$ cat src/rtl/core/i2cm_pkg.sv
// Package with the command codes, result type and constants of the I2C master byte engine.
`timescale 1ns / 1ps

package i2cm_pkg;

    typedef enum logic [2:0] {
        CMD_NONE  = 3'd0,
        CMD_START = 3'd1,
        CMD_STOP  = 3'd2,
        CMD_WRITE = 3'd3,
        CMD_READ  = 3'd4
    } cmd_e_t;

    localparam int unsigned SLOT_TICKS_W = 10;
    localparam int unsigned SLOT_IDX_W   = 5;

    localparam logic [SLOT_TICKS_W-1:0] SLOT_TICKS_RESET = 10'd6;

    localparam logic [SLOT_IDX_W-1:0] LAST_SLOT_START = 5'd3;
    localparam logic [SLOT_IDX_W-1:0] LAST_SLOT_STOP  = 5'd2;
    localparam logic [SLOT_IDX_W-1:0] LAST_SLOT_BYTE  = 5'd20;

    localparam logic [SLOT_IDX_W-1:0] SLOT_WR_LAST_BIT = 5'd16;
    localparam logic [SLOT_IDX_W-1:0] SLOT_WR_ACK      = 5'd18;
    localparam logic [SLOT_IDX_W-1:0] SLOT_WR_ACK_HOLD = 5'd19;
    localparam logic [SLOT_IDX_W-1:0] SLOT_RD_FIRST    = 5'd1;
    localparam logic [SLOT_IDX_W-1:0] SLOT_RD_SAMPLE0  = 5'd2;
    localparam logic [SLOT_IDX_W-1:0] SLOT_RD_LAST     = 5'd16;
    localparam logic [SLOT_IDX_W-1:0] SLOT_RD_NACK     = 5'd19;

    typedef struct packed {
        logic       scl_level;
        logic       sda_level;
        logic       sda_released;
        logic       busy_res;
        logic       done_res;
        logic       nack_seen;
        logic [7:0] rx_byte;
        logic       dropped;
    } result_t;

endpackage

$ cat src/rtl/core/i2cm_tick_if.sv
// Interface carrying tick requests (with optional command) into the engine.
`timescale 1ns / 1ps

interface i2cm_tick_if;
    logic       valid;
    logic       ready;
    logic [2:0] command;
    logic [7:0] tx_byte;
    logic       sda_in;

    modport source (output valid, output command, output tx_byte, output sda_in, input ready);
    modport sink   (input valid, input command, input tx_byte, input sda_in, output ready);
endinterface

$ cat src/rtl/core/i2cm_res_if.sv
// Interface carrying per-tick bus results out of the engine.
`timescale 1ns / 1ps

interface i2cm_res_if;
    logic       valid;
    logic       ready;
    logic       scl_level;
    logic       sda_level;
    logic       sda_released;
    logic       busy_res;
    logic       done_res;
    logic       nack_seen;
    logic [7:0] rx_byte;
    logic       dropped;

    modport source (output valid, output scl_level, output sda_level, output sda_released,
                    output busy_res, output done_res, output nack_seen, output rx_byte,
                    output dropped, input ready);
    modport sink   (input valid, input scl_level, input sda_level, input sda_released,
                    input busy_res, input done_res, input nack_seen, input rx_byte,
                    input dropped, output ready);
endinterface

$ cat src/rtl/core/i2cm_cfg_if.sv
// Interface carrying writes of the slot length register.
`timescale 1ns / 1ps

interface i2cm_cfg_if;
    logic       valid;
    logic       ready;
    logic [9:0] slot_ticks;

    modport source (output valid, output slot_ticks, input ready);
    modport sink   (input valid, input slot_ticks, output ready);
endinterface

$ cat src/rtl/core/i2cm_seq.sv
// Bus slot sequencer: holds the command state and forms the result of each tick.
`timescale 1ns / 1ps

module i2cm_seq
(
    input  logic                              clk,
    input  logic                              rst_n,
    input  logic                              accept,
    input  logic [2:0]                        command,
    input  logic [7:0]                        tx_byte,
    input  logic                              sda_in,
    input  logic [i2cm_pkg::SLOT_TICKS_W-1:0] slot_ticks,
    output i2cm_pkg::result_t                 result
);

    typedef struct packed {
        logic scl;
        logic sda;
        logic rel;
    } levels_t;

    i2cm_pkg::cmd_e_t                   active_reg, active_next;
    logic [i2cm_pkg::SLOT_IDX_W-1:0]    slot_reg, slot_next;
    logic [i2cm_pkg::SLOT_TICKS_W-1:0]  tick_reg, tick_next;
    logic [7:0]                         shift_reg, shift_next;
    logic                               scl_line_reg, scl_line_next;
    logic                               sda_line_reg, sda_line_next;
    logic                               nack_reg, nack_next;
    logic [7:0]                         rx_reg, rx_next;

    i2cm_pkg::cmd_e_t                   cmd_in;
    i2cm_pkg::cmd_e_t                   cur_cmd;
    logic [i2cm_pkg::SLOT_IDX_W-1:0]    cur_slot;
    logic [i2cm_pkg::SLOT_TICKS_W-1:0]  cur_tick;
    logic [7:0]                         cur_shift;
    logic                               cmd_known;
    logic                               idle;
    logic                               start_new;
    logic                               running;
    logic [i2cm_pkg::SLOT_TICKS_W-1:0]  len_ticks;
    logic                               slot_end;
    logic                               last_slot;
    levels_t                            lv;

    function automatic levels_t slot_levels(i2cm_pkg::cmd_e_t cmd,
                                            logic [i2cm_pkg::SLOT_IDX_W-1:0] s,
                                            logic [7:0] data);
        levels_t l;
        l = '{scl: 1'b0, sda: 1'b1, rel: 1'b0};
        case (cmd)
            i2cm_pkg::CMD_START:
            begin
                l.scl = (s < i2cm_pkg::LAST_SLOT_START);
                l.sda = (s == '0);
            end
            i2cm_pkg::CMD_STOP:
            begin
                l.scl = (s != '0);
                l.sda = (s == i2cm_pkg::LAST_SLOT_STOP);
            end
            i2cm_pkg::CMD_WRITE:
            begin
                if (s < i2cm_pkg::SLOT_WR_LAST_BIT)
                begin
                    // Bit index is 7 minus the bit number, i.e. its inverse.
                    l.scl = s[0];
                    l.sda = data[~s[3:1]];
                end
                else if (s == i2cm_pkg::SLOT_WR_LAST_BIT)
                begin
                    l.sda = data[0];
                end
                else if (s == i2cm_pkg::SLOT_WR_ACK || s == i2cm_pkg::SLOT_WR_ACK_HOLD)
                begin
                    l.scl = 1'b1;
                    l.rel = 1'b1;
                end
            end
            i2cm_pkg::CMD_READ:
            begin
                if (s >= i2cm_pkg::SLOT_RD_FIRST && s <= i2cm_pkg::SLOT_RD_LAST)
                begin
                    l.scl = ~s[0];
                    l.rel = 1'b1;
                end
                else if (s == i2cm_pkg::SLOT_RD_NACK)
                begin
                    l.scl = 1'b1;
                end
            end
            default:
            begin
                l = '{scl: 1'b0, sda: 1'b1, rel: 1'b0};
            end
        endcase
        return l;
    endfunction

    always_comb
    begin
        cmd_in    = i2cm_pkg::cmd_e_t'(command);
        cmd_known = (cmd_in == i2cm_pkg::CMD_START) || (cmd_in == i2cm_pkg::CMD_STOP) ||
                    (cmd_in == i2cm_pkg::CMD_WRITE) || (cmd_in == i2cm_pkg::CMD_READ);
        idle      = (active_reg == i2cm_pkg::CMD_NONE);
        start_new = idle && cmd_known;

        cur_cmd   = start_new ? cmd_in : active_reg;
        cur_slot  = start_new ? '0 : slot_reg;
        cur_tick  = start_new ? '0 : tick_reg;
        cur_shift = start_new ? ((cmd_in == i2cm_pkg::CMD_WRITE) ? tx_byte : 8'h00) : shift_reg;
        running   = (cur_cmd != i2cm_pkg::CMD_NONE);

        lv        = slot_levels(cur_cmd, cur_slot, cur_shift);
        // A zero slot length behaves as one tick.
        len_ticks = (slot_ticks == '0) ? {{(i2cm_pkg::SLOT_TICKS_W-1){1'b0}}, 1'b1} : slot_ticks;
        slot_end  = ({1'b0, cur_tick} + {{i2cm_pkg::SLOT_TICKS_W{1'b0}}, 1'b1})
                    >= {1'b0, len_ticks};
        case (cur_cmd)
            i2cm_pkg::CMD_START: last_slot = (cur_slot >= i2cm_pkg::LAST_SLOT_START);
            i2cm_pkg::CMD_STOP:  last_slot = (cur_slot >= i2cm_pkg::LAST_SLOT_STOP);
            default:             last_slot = (cur_slot >= i2cm_pkg::LAST_SLOT_BYTE);
        endcase
    end

    always_comb
    begin
        active_next   = cur_cmd;
        slot_next     = cur_slot;
        tick_next     = cur_tick;
        shift_next    = cur_shift;
        scl_line_next = scl_line_reg;
        sda_line_next = sda_line_reg;
        nack_next     = nack_reg;
        rx_next       = rx_reg;
        if (running)
        begin
            scl_line_next = lv.scl;
            sda_line_next = lv.sda;
            if (slot_end)
            begin
                if (cur_cmd == i2cm_pkg::CMD_WRITE && cur_slot == i2cm_pkg::SLOT_WR_ACK)
                begin
                    nack_next = sda_in;
                end
                if (cur_cmd == i2cm_pkg::CMD_READ && cur_slot >= i2cm_pkg::SLOT_RD_SAMPLE0 &&
                    cur_slot <= i2cm_pkg::SLOT_RD_LAST && !cur_slot[0])
                begin
                    shift_next = {cur_shift[6:0], sda_in};
                end
                if (last_slot)
                begin
                    if (cur_cmd == i2cm_pkg::CMD_READ)
                    begin
                        rx_next = shift_next;
                    end
                    active_next = i2cm_pkg::CMD_NONE;
                    slot_next   = '0;
                end
                else
                begin
                    slot_next = cur_slot + 1'b1;
                end
                tick_next = '0;
            end
            else
            begin
                tick_next = cur_tick + 1'b1;
            end
        end
    end

    always_comb
    begin
        result.scl_level    = scl_line_next;
        result.sda_level    = sda_line_next;
        result.sda_released = running & lv.rel;
        result.busy_res     = running;
        result.done_res     = running & slot_end & last_slot;
        result.nack_seen    = nack_next;
        result.rx_byte      = rx_next;
        result.dropped      = !idle && cmd_known;
    end

    always_ff @(posedge clk or negedge rst_n)
    begin
        if (!rst_n)
        begin
            active_reg   <= i2cm_pkg::CMD_NONE;
            slot_reg     <= '0;
            tick_reg     <= '0;
            shift_reg    <= '0;
            scl_line_reg <= 1'b1;
            sda_line_reg <= 1'b1;
            nack_reg     <= 1'b1;
            rx_reg       <= '0;
        end
        else if (accept)
        begin
            active_reg   <= active_next;
            slot_reg     <= slot_next;
            tick_reg     <= tick_next;
            shift_reg    <= shift_next;
            scl_line_reg <= scl_line_next;
            sda_line_reg <= sda_line_next;
            nack_reg     <= nack_next;
            rx_reg       <= rx_next;
        end
    end

endmodule

$ cat src/rtl/core/i2cm_skid.sv
// Two-entry output buffer that registers results and absorbs downstream stalls.
`timescale 1ns / 1ps

module i2cm_skid
(
    input  logic              clk,
    input  logic              rst_n,
    input  logic              push_valid,
    output logic              push_ready,
    input  i2cm_pkg::result_t push_data,
    output logic              pop_valid,
    input  logic              pop_ready,
    output i2cm_pkg::result_t pop_data
);

    logic              main_valid_reg, main_valid_next;
    logic              skid_valid_reg, skid_valid_next;
    i2cm_pkg::result_t main_reg, main_next;
    i2cm_pkg::result_t skid_reg, skid_next;
    logic              push;
    logic              pop;

    always_comb
    begin
        push_ready      = !skid_valid_reg;
        push            = push_valid && !skid_valid_reg;
        pop             = main_valid_reg && pop_ready;
        main_valid_next = main_valid_reg;
        skid_valid_next = skid_valid_reg;
        main_next       = main_reg;
        skid_next       = skid_reg;
        if (!main_valid_reg || pop)
        begin
            // Main stage is free: refill it, oldest request first.
            main_next       = skid_valid_reg ? skid_reg : push_data;
            main_valid_next = skid_valid_reg || push;
            skid_valid_next = 1'b0;
        end
        else if (push)
        begin
            skid_next       = push_data;
            skid_valid_next = 1'b1;
        end
    end

    always_ff @(posedge clk or negedge rst_n)
    begin
        if (!rst_n)
        begin
            main_valid_reg <= 1'b0;
            skid_valid_reg <= 1'b0;
        end
        else
        begin
            main_valid_reg <= main_valid_next;
            skid_valid_reg <= skid_valid_next;
        end
    end

    always_ff @(posedge clk)
    begin
        main_reg <= main_next;
        skid_reg <= skid_next;
    end

    assign pop_valid = main_valid_reg;
    assign pop_data  = main_reg;

endmodule

$ cat src/rtl/core/i2c_master_byte_engine_unit.sv
// Top level of the I2C master byte engine: tick input, result output and slot length register.
`timescale 1ns / 1ps

// The engine is a tick-driven I2C master sequencer. Every request on the tick channel is one
// bus time tick and may carry a command (start, stop, write byte or read byte); every request
// produces exactly one result request describing the SCL and SDA levels for that tick, the
// busy and done flags, the last acknowledge and read byte, and whether a command was dropped
// because another was still running. A command occupies a fixed number of half-bit slots, each
// lasting slot_ticks ticks (a value of zero acts as one). One tick is accepted in every clock
// cycle while the output buffer has room: the whole slot step is a single pass of logic from
// the incoming request and the sequencer state into a result register of that buffer, from
// which it is offered. The result side has a two-entry buffer, so a tick is still taken
// while one finished result waits; the tick channel stalls only when both entries are full.
// The slot length register is written through the configuration channel, which is always ready,
// and should only be changed while no command is in progress.
module i2c_master_byte_engine_unit
(
    input  logic              clk,
    input  logic              rst_n,
    i2cm_tick_if.sink         tick,
    i2cm_res_if.source        res,
    i2cm_cfg_if.sink          cfg
);

    logic [i2cm_pkg::SLOT_TICKS_W-1:0] slot_ticks_reg;
    logic                              tick_ready;
    logic                              tick_accept;
    i2cm_pkg::result_t                 step_result;
    i2cm_pkg::result_t                 out_result;

    // The configuration register takes every write at once.
    assign cfg.ready = 1'b1;

    always_ff @(posedge clk or negedge rst_n)
    begin
        if (!rst_n)
        begin
            slot_ticks_reg <= i2cm_pkg::SLOT_TICKS_RESET;
        end
        else if (cfg.valid)
        begin
            slot_ticks_reg <= cfg.slot_ticks;
        end
    end

    // A tick request is accepted whenever the output buffer has room for its result.
    assign tick.ready  = tick_ready;
    assign tick_accept = tick.valid && tick_ready;

    i2cm_seq u_seq
    (
        .clk        (clk),
        .rst_n      (rst_n),
        .accept     (tick_accept),
        .command    (tick.command),
        .tx_byte    (tick.tx_byte),
        .sda_in     (tick.sda_in),
        .slot_ticks (slot_ticks_reg),
        .result     (step_result)
    );

    i2cm_skid u_skid
    (
        .clk        (clk),
        .rst_n      (rst_n),
        .push_valid (tick.valid),
        .push_ready (tick_ready),
        .push_data  (step_result),
        .pop_valid  (res.valid),
        .pop_ready  (res.ready),
        .pop_data   (out_result)
    );

    assign res.scl_level    = out_result.scl_level;
    assign res.sda_level    = out_result.sda_level;
    assign res.sda_released = out_result.sda_released;
    assign res.busy_res     = out_result.busy_res;
    assign res.done_res     = out_result.done_res;
    assign res.nack_seen    = out_result.nack_seen;
    assign res.rx_byte      = out_result.rx_byte;
    assign res.dropped      = out_result.dropped;

endmodule

$ cat src/flat_wrapper.sv
// flat-port wrapper written by rule: the top's interface ports become plain ports
module i2c_master_byte_engine_unit_flat 
  (clk, rst_n, tick_valid, tick_command, tick_tx_byte, tick_sda_in, tick_ready, res_valid, res_scl_level, res_sda_level, res_sda_released, res_busy_res, res_done_res, res_nack_seen, res_rx_byte, res_dropped, res_ready, cfg_valid, cfg_slot_ticks, cfg_ready);
  i2cm_tick_if tick_i ();
  i2cm_res_if res_i ();
  i2cm_cfg_if cfg_i ();
  input  logic clk;
  input  logic rst_n;
  input wire logic [$bits(tick_i.valid)-1:0] tick_valid;
  input wire logic [$bits(tick_i.command)-1:0] tick_command;
  input wire logic [$bits(tick_i.tx_byte)-1:0] tick_tx_byte;
  input wire logic [$bits(tick_i.sda_in)-1:0] tick_sda_in;
  output wire logic [$bits(tick_i.ready)-1:0] tick_ready;
  output wire logic [$bits(res_i.valid)-1:0] res_valid;
  output wire logic [$bits(res_i.scl_level)-1:0] res_scl_level;
  output wire logic [$bits(res_i.sda_level)-1:0] res_sda_level;
  output wire logic [$bits(res_i.sda_released)-1:0] res_sda_released;
  output wire logic [$bits(res_i.busy_res)-1:0] res_busy_res;
  output wire logic [$bits(res_i.done_res)-1:0] res_done_res;
  output wire logic [$bits(res_i.nack_seen)-1:0] res_nack_seen;
  output wire logic [$bits(res_i.rx_byte)-1:0] res_rx_byte;
  output wire logic [$bits(res_i.dropped)-1:0] res_dropped;
  input wire logic [$bits(res_i.ready)-1:0] res_ready;
  input wire logic [$bits(cfg_i.valid)-1:0] cfg_valid;
  input wire logic [$bits(cfg_i.slot_ticks)-1:0] cfg_slot_ticks;
  output wire logic [$bits(cfg_i.ready)-1:0] cfg_ready;
  assign tick_i.valid = tick_valid;
  assign tick_i.command = tick_command;
  assign tick_i.tx_byte = tick_tx_byte;
  assign tick_i.sda_in = tick_sda_in;
  assign tick_ready = tick_i.ready;
  assign res_valid = res_i.valid;
  assign res_scl_level = res_i.scl_level;
  assign res_sda_level = res_i.sda_level;
  assign res_sda_released = res_i.sda_released;
  assign res_busy_res = res_i.busy_res;
  assign res_done_res = res_i.done_res;
  assign res_nack_seen = res_i.nack_seen;
  assign res_rx_byte = res_i.rx_byte;
  assign res_dropped = res_i.dropped;
  assign res_i.ready = res_ready;
  assign cfg_i.valid = cfg_valid;
  assign cfg_i.slot_ticks = cfg_slot_ticks;
  assign cfg_ready = cfg_i.ready;
  i2c_master_byte_engine_unit u_core (.clk(clk), .rst_n(rst_n), .tick(tick_i), .res(res_i), .cfg(cfg_i));
endmodule
$ cat config.mk
export PLATFORM = sky130hd
export DESIGN_NAME = i2c_master_byte_engine_unit_flat
export DESIGN_NICKNAME = d
export VERILOG_FILES = /design/src/rtl/core/i2cm_pkg.sv /design/src/rtl/core/i2cm_tick_if.sv /design/src/rtl/core/i2cm_res_if.sv /design/src/rtl/core/i2cm_cfg_if.sv /design/src/rtl/core/i2cm_seq.sv /design/src/rtl/core/i2cm_skid.sv /design/src/rtl/core/i2c_master_byte_engine_unit.sv /design/src/flat_wrapper.sv
export SDC_FILE = /design/constraint.sdc
export NUM_CORES = 1
export LEC_CHECK = 0
export BUFFER_PORTS_ARGS = -buffer_cell sky130_fd_sc_hd__buf_4
export CORE_UTILIZATION = 50
export DETAILED_ROUTE_END_ITERATION = 8
export PLACE_DENSITY = 0.76
export RECOVER_POWER = 25
export SLEW_MARGIN = 20
export SYNTH_ARGS = -nofsm -noshare
export SYNTH_HDL_FRONTEND = slang
export SYNTH_SLANG_ARGS = --single-unit
$ cat constraint.sdc
create_clock -name clk -period 9.3 [get_ports clk]
set_input_delay 1.86 -clock clk [delete_from_list [all_inputs] [get_ports clk]]
set_output_delay 1.86 -clock clk [all_outputs]
set_load 0.05 [all_outputs]
==> flow_summary_export.csv, run 1 <==
group,metric,value,unit
setup_path,path_class,"in -> reg",
drt,drcViolationCount,0,
global_route,grt_antenna_before_repair,0,
drt,drt_pre_antenna_iters,6,
cells_and_area,nets,569,
placement,place_congestion,0.899,
run,maxCapViolCount,1,
synthesis,yosys_warnings,0,
power_and_ir_drop,p_per_area,181,nW/um2
synthesis,netlist_area,4760,um2
clock_tree,worst_skew_pair.late_latency,0.37,ns
sta,slew_headroom,-79.0,%
power_and_ir_drop,finalPower,0.000969,W
clock_tree,numCtsBuffers,9,
drt,vias,3971,
setup_path,worst_ep_required_time,9.54,ns
cells_and_area,area_growth,12.5,%
sta,fin_hold_ws,0.505,ns
synthesis,synth_area_leader_cell,"dfrtp_1",
floorplan,die_area,9910,um2
cells_and_area,final.fill_count,784,
synthesis,ys_top_cells_by_area,"dfrtp_1 23%, edfxtp_1 19%, nand2_1 5.1%",
cells_and_area,diodes,0,
clock_tree,post_cts_resized,0,
drt,wl,11.3,mm
synthesis,synth_edf_count,30,
cells_and_area,multi_input_area,2400,um2
sta,fin_crit_sh,68.2,%
synthesis,yosysSeqAreaShare,44.8,%
synthesis,syn_area_per_cell,9.52,um2
clock_tree,cts_setup_buffers,0,
sta,fin_tns_setup,0,ns
floorplan,num_io_pins,45,
floorplan,die_w,99.6,um
floorplan,die_h,99.6,um
placement,dp_slack,2.72,ns
drt,first_iter_violations,388,
floorplan,start_util,51.5,%
cells_and_area,register_area,2130,um2
placement,dp_hpwl,7.92,mm
synthesis,synth_commonest_cells,"65 x nand2_1, 44 x dfrtp_1, 40 x nor2_1",
global_route,grt_first_pass_wirelength,18.5,mm
setup_path,cp_max_fo,23,
synthesis,ys_ff_latch,79,
clock_tree,clk_pin_slew,0.08,ns
clock_tree,htree_levels,3,
power_and_ir_drop,peakVddDrop,0.0000852,V
setup_path,start_kind,"primary input",
power_and_ir_drop,leakagePower,2.26,nW
global_route,track_usage,24.1,%
run_status,violations,"capacitance limit, slew limit",
sta,tightest_slew,2.69,ns
clock_tree,ctsHoldBuffers,0,
setup_path,crit_arrival,6.59,ns
sta,hold_viol,0,
floorplan,fp-row-count,35,
drt,drt-wirelength-per-cell,17.0,um
sta,finClkSkew,0.0173,ns
placement,io_buffers,43,
min_path,hp-class,"reg -> reg",
sta,maxSlewViolCount,50,
setup_path,cp-end-kind,"flop",
drt,postRouteAntennaNets,0,
global_route,grt-ovfl-total,0,
global_route,grt_pass1_vias,3718,
global_route,grt_max_degree,50,
synthesis,async_reset_ff_share,62.0,%
cells_and_area,drive_above_1_share,19.2,%
sta,setup_ws,2.96,ns
drt,viasPerCell,6.01,
synthesis,yosysTopAreaCellShare,23.1,%
run_status,status,"finished, violations left",
synthesis,syn_inst,500,
sta,max_freq,158,MHz
sta,rsz0062_at_grt,"false",
clock_tree,cts_tree,"yes",
synthesis,synth.most_common_cell,"nand2_1",
clock_tree,cts.path.max_buffers,2,
synthesis,synthFlopType,"dfrtp_1",
clock_tree,cts_sinks,79,
floorplan,core_area,9240,um2
sta,setup_viol,0,
synthesis,synth_fp_nets,542,
synthesis,synth_cell_type_count,71,
clock_tree,root_buffer,"clkbuf_8",
sta,fin_crit,6.34,ns
critical path, stage by stage:
cell and delay (ns):
buf_4 0.17, o21ai_0 0.40, nand3_2 0.50, and2_1 0.37, ha_1 0.23, and3_1 0.19, nand4_1 0.16, xor2_1 0.22
ha_1 0.27, a21oi_1 0.13, nor2b_1 0.06, a311oi_1 0.60, nand3_1 0.55, nand3_1 0.49, mux2_2 0.38
kinds of logic (layout without fill, tap and decap cells):
| group | count (synthesis) | count (layout) | share of synthesized area (%) |
|---|---|---|---|
| muxes | 28 | 28 | 6.47 |
| other | 1 | 1 | 0.0788 |
| xor gates and xnor gates | 8 | 8 | 1.47 |
| adders and majority gates | 15 | 15 | 3.94 |
| buffers and inverters | 53 | 85 | 4.79 |
| DFF | 79 | 79 | 44.8 |
| AOI/OAI and AO/OA | 116 | 116 | 17.0 |
| and+or+nand+nor | 200 | 200 | 21.5 |
path summary, 6_finish.rpt:
| check | cells past startpoint | endpoint | startpoint | slack [ns] |
|---|---|---|---|---|
| min reg2reg | 1 | u_core.u_seq.rx_reg[0]$_DFFE_PN0P_ | u_core.u_seq.rx_reg[0]$_DFFE_PN0P_ | 0.50 |
| max reg2reg | 14 | u_core.u_seq.rx_reg[7]$_DFFE_PN0P_ | u_core.u_seq.active_reg[2]$_DFFE_PN0P_ | 3.94 |
| max in group asynchronous | 1 | u_core.u_seq.slot_reg[2]$_DFFE_PN0P_ | rst_n | 5.42 |
| min in group asynchronous | 1 | u_core.u_seq.active_reg[0]$_DFFE_PN0P_ | rst_n | 2.32 |
| min | 1 | u_core.u_seq.rx_reg[0]$_DFFE_PN0P_ | u_core.u_seq.rx_reg[0]$_DFFE_PN0P_ | 0.50 |
| max | 15 | u_core.u_seq.rx_reg[7]$_DFFE_PN0P_ | tick_command[0] | 2.96 |
where the power goes:
part / total (W) / switching, W / leakage (nW) / internal (W)
Clock: 0.000300 / 0.000145 / 0.112 / 0.000155
Sequential: 0.000432 / 0.0000361 / 0.905 / 0.000396
Combinational: 0.000238 / 0.000145 / 1.24 / 0.0000925
metal layers:
| metal | vias to the layer above | routed length (um) | GRT usage (%) |
|---|---|---|---|
| met1 | 1869 | 4850 | 31.6 |
| met5 | - | 0 | 0 |
| met3 | 33 | 675 | 4.22 |
| met4 | 0 | 326 | 10.2 |
| li1 | 1890 | - | - |
| met2 | 179 | 5410 | 39.5 |
cell type report:
| type | count | share of cell area [%] |
|---|---|---|
| multi-input cells | 368 | 44.8 |
| well taps | 129 | 3.02 |
| repair buffers | 48 | 6.59 |
| clock inverters | 7 | 1.96 |
| inverters | 21 | 1.47 |
| flip-flops and latches | 79 | 39.9 |
| clock buffers | 9 | 2.31 |
placed cells by master, fill, tap and decap left out, drive strengths merged, types with 4 or more instances in the layout:
cell / synthesis / final
a211oi: 4 / 4
a21oi: 13 / 13
a22oi: 6 / 6
a31oi: 12 / 12
and3: 9 / 9
buf: 16 / 46
clkbuf: 16 / 11
dfrtp: 44 / 44
dfstp: 5 / 5
edfxtp: 30 / 30
ha: 15 / 15
inv: 21 / 23
mux2: 19 / 19
mux2i: 9 / 9
nand2: 65 / 65
nand3: 34 / 34
nand4: 5 / 5
nor2: 40 / 40
nor2b: 6 / 6
nor3: 11 / 11
nor3b: 5 / 5
nor4: 5 / 5
o211ai: 5 / 5
o21a: 4 / 4
o21ai: 34 / 34
o31ai: 4 / 4
or3: 10 / 10
xnor2: 5 / 5
per-stage QoR:
step / util (%) / cell area [um2] / std cells
4_1_cts: 58.0 / 5360 / 661
2_1_floorplan: - / 4760 / 500
5_1_grt: 57.9 / 5350 / 661
3_3_place_gp: 55.5 / 5130 / 645
6_report: 57.9 / 5350 / 661
3_5_place_dp: 55.5 / 5130 / 645
No activity file was read; power rests on OpenSTA's default activity.
==> run 2, diff against run 1 <==
- clock period: 9.3 -> 6 ns (I/O delays scaled with it)
==> flow_summary_export.csv, run 2 (synthesized netlist as in run 1, its figures left out) <==
group,metric,value,unit
cells_and_area,area_growth,13.1,%
cells_and_area,drive_above_1_share,19.5,%
floorplan,die_area,9910,um2
cells_and_area,diodes,0,
placement,place_congestion,0.895,
cells_and_area,mostFrequentLayoutCell,"nand2_1",
global_route,grt_pass1_vias,3799,
clock_tree,cts_setup_buffers,0,
drt,vias,4012,
cells_and_area,nets,571,
clock_tree,post_cts_resized,0,
floorplan,core_area,9240,um2
sta,finClkSkew,0.0139,ns
drt,viasPerCell,6.05,
sta,setup_viol,0,
clock_tree,root_buffer,"clkbuf_8",
sta,hold_viol,0,
global_route,grt-ovfl-total,0,
sta,rsz0062_at_grt,"false",
sta,slew_headroom,-81.0,%
cells_and_area,layout_common_cells,"65 x nand2_1, 48 x buf_4, 44 x dfrtp_1",
sta,fin_crit_sh,85.0,%
clock_tree,cts_tree,"yes",
clock_tree,htree_levels,3,
global_route,grt_first_pass_wirelength,18.9,mm
sta,fin_tns_setup,0,ns
setup_path,crit_chain,"buf_4 -> or3_1 -> nand3_2 -> and2_1 -> ha_1 -> and3_1 -> nand4_1 -> xor2_1 -> ha_1 -> a21oi_1 -> nor2b_1 -> a311oi_1 -> buf_4 -> and3_1 -> nor2_1 -> o311ai_0",
setup_path,start_kind,"primary input",
clock_tree,worst_skew_pair.late_latency,0.36,ns
run_status,violations,"capacitance limit, slew limit",
drt,postRouteAntennaNets,0,
floorplan,die_w,99.6,um
sta,maxSlewViolCount,50,
clock_tree,clk_pin_slew,0.09,ns
power_and_ir_drop,p_per_area,284,nW/um2
cells_and_area,multi_input_area,2400,um2
floorplan,die_h,99.6,um
global_route,grt_max_degree,50,
setup_path,critPathBufInv,2,
setup_path,crit_arrival,5.22,ns
clock_tree,cts_sinks,79,
clock_tree,ctsHoldBuffers,0,
floorplan,fp-row-count,35,
sta,max_freq,196,MHz
setup_path,cp-end-kind,"flop",
global_route,track_usage,24.7,%
run_status,status,"finished, violations left",
sta,fin_hold_ws,0.509,ns
floorplan,num_io_pins,45,
drt,drt-wirelength-per-cell,17.5,um
drt,wl,11.6,mm
setup_path,worst_ep_required_time,6.12,ns
cells_and_area,final.fill_count,781,
setup_path,cp_max_fo,21,
run,maxCapViolCount,1,
floorplan,start_util,51.5,%
setup_path,critPathSlowestCell,"and3_1",
sta,fin_crit,5.10,ns
drt,drt_pre_antenna_iters,5,
placement,io_buffers,43,
drt,drcViolationCount,0,
drt,first_iter_violations,365,
clock_tree,numCtsBuffers,9,
setup_path,crit_family,"simple AND/OR/NAND/NOR gates",
setup_path,max_stage_delay,0.69,ns
min_path,hp-class,"reg -> reg",
sta,tightest_slew,2.71,ns
power_and_ir_drop,leakagePower,2.28,nW
global_route,grt_antenna_before_repair,0,
placement,dp_hpwl,8.26,mm
cells_and_area,register_area,2130,um2
clock_tree,cts.path.max_buffers,2,
setup_path,path_class,"in -> reg",
power_and_ir_drop,peakVddDrop,0.000134,V
[run 2: changes by cell type in the layout (fill, tap and decap cells not counted)]
cell / change
clkbuf_16: +1
buf_4: +2
inv_6: +1
clkinv_4: -2
[run 2: power by group]
| group | switching [W] | leakage [nW] | total (W) | internal, W |
|---|---|---|---|---|
| Sequential | 0.0000588 | 0.905 | 0.000672 | 0.000613 |
| Combinational | 0.000231 | 1.25 | 0.000376 | 0.000145 |
| Clock | 0.000215 | 0.121 | 0.000481 | 0.000265 |
| Total | 0.000506 | 2.28 | 0.00153 | 0.00102 |
[run 2: cell type report]
cell class / instances / area share (%)
inverters: 21 / 1.46
flip-flops and latches: 79 / 39.6
well taps: 129 / 3.00
repair buffers: 50 / 6.83
clock buffers: 10 / 2.77
clock inverters: 6 / 1.79
multi-input cells: 368 / 44.5
[run 2: metrics by stage]
step | power, W | instances | setup WS [ns] | util [%] | instance area [um2]
6_report | 0.00153 | 663 | 0.898 | 58.3 | 5380
5_1_grt | 0.00160 | 663 | 0.665 | 58.3 | 5380
4_1_cts | 0.00153 | 663 | 0.932 | 58.3 | 5390
3_5_place_dp | 0.00105 | 647 | 0.637 | 55.7 | 5150
3_3_place_gp | 0.00104 | 647 | 0.887 | 55.7 | 5150
2_1_floorplan | 0.000936 | 500 | 0.906 | - | 4760
[run 2: metal layers]
metal	track usage [%]	share of wire, %
met1	32.1	43
met2	40.4	48
met3	4.85	5.9
met4	10.5	2.6
met5	0	0
[run 2: path summary, 6_finish.rpt]
check                                                       start                                endpoint  slack, ns  cells past startpoint
max                                               tick_command[0]     u_core.u_skid.pop_data[9]$_DFFE_PN_       0.90                     16
min                            u_core.u_seq.rx_reg[3]$_DFFE_PN0P_      u_core.u_seq.rx_reg[3]$_DFFE_PN0P_       0.51                      1
max reg2reg                u_core.u_seq.active_reg[2]$_DFFE_PN0P_     u_core.u_skid.pop_data[9]$_DFFE_PN_       1.33                     15
min reg2reg                    u_core.u_seq.rx_reg[3]$_DFFE_PN0P_      u_core.u_seq.rx_reg[3]$_DFFE_PN0P_       0.51                      1
max in group asynchronous                                   rst_n   u_core.u_seq.shift_reg[1]$_DFFE_PN0P_       2.76                      1
min in group asynchronous                                   rst_n  u_core.u_seq.active_reg[1]$_DFFE_PN0P_       1.68                      1
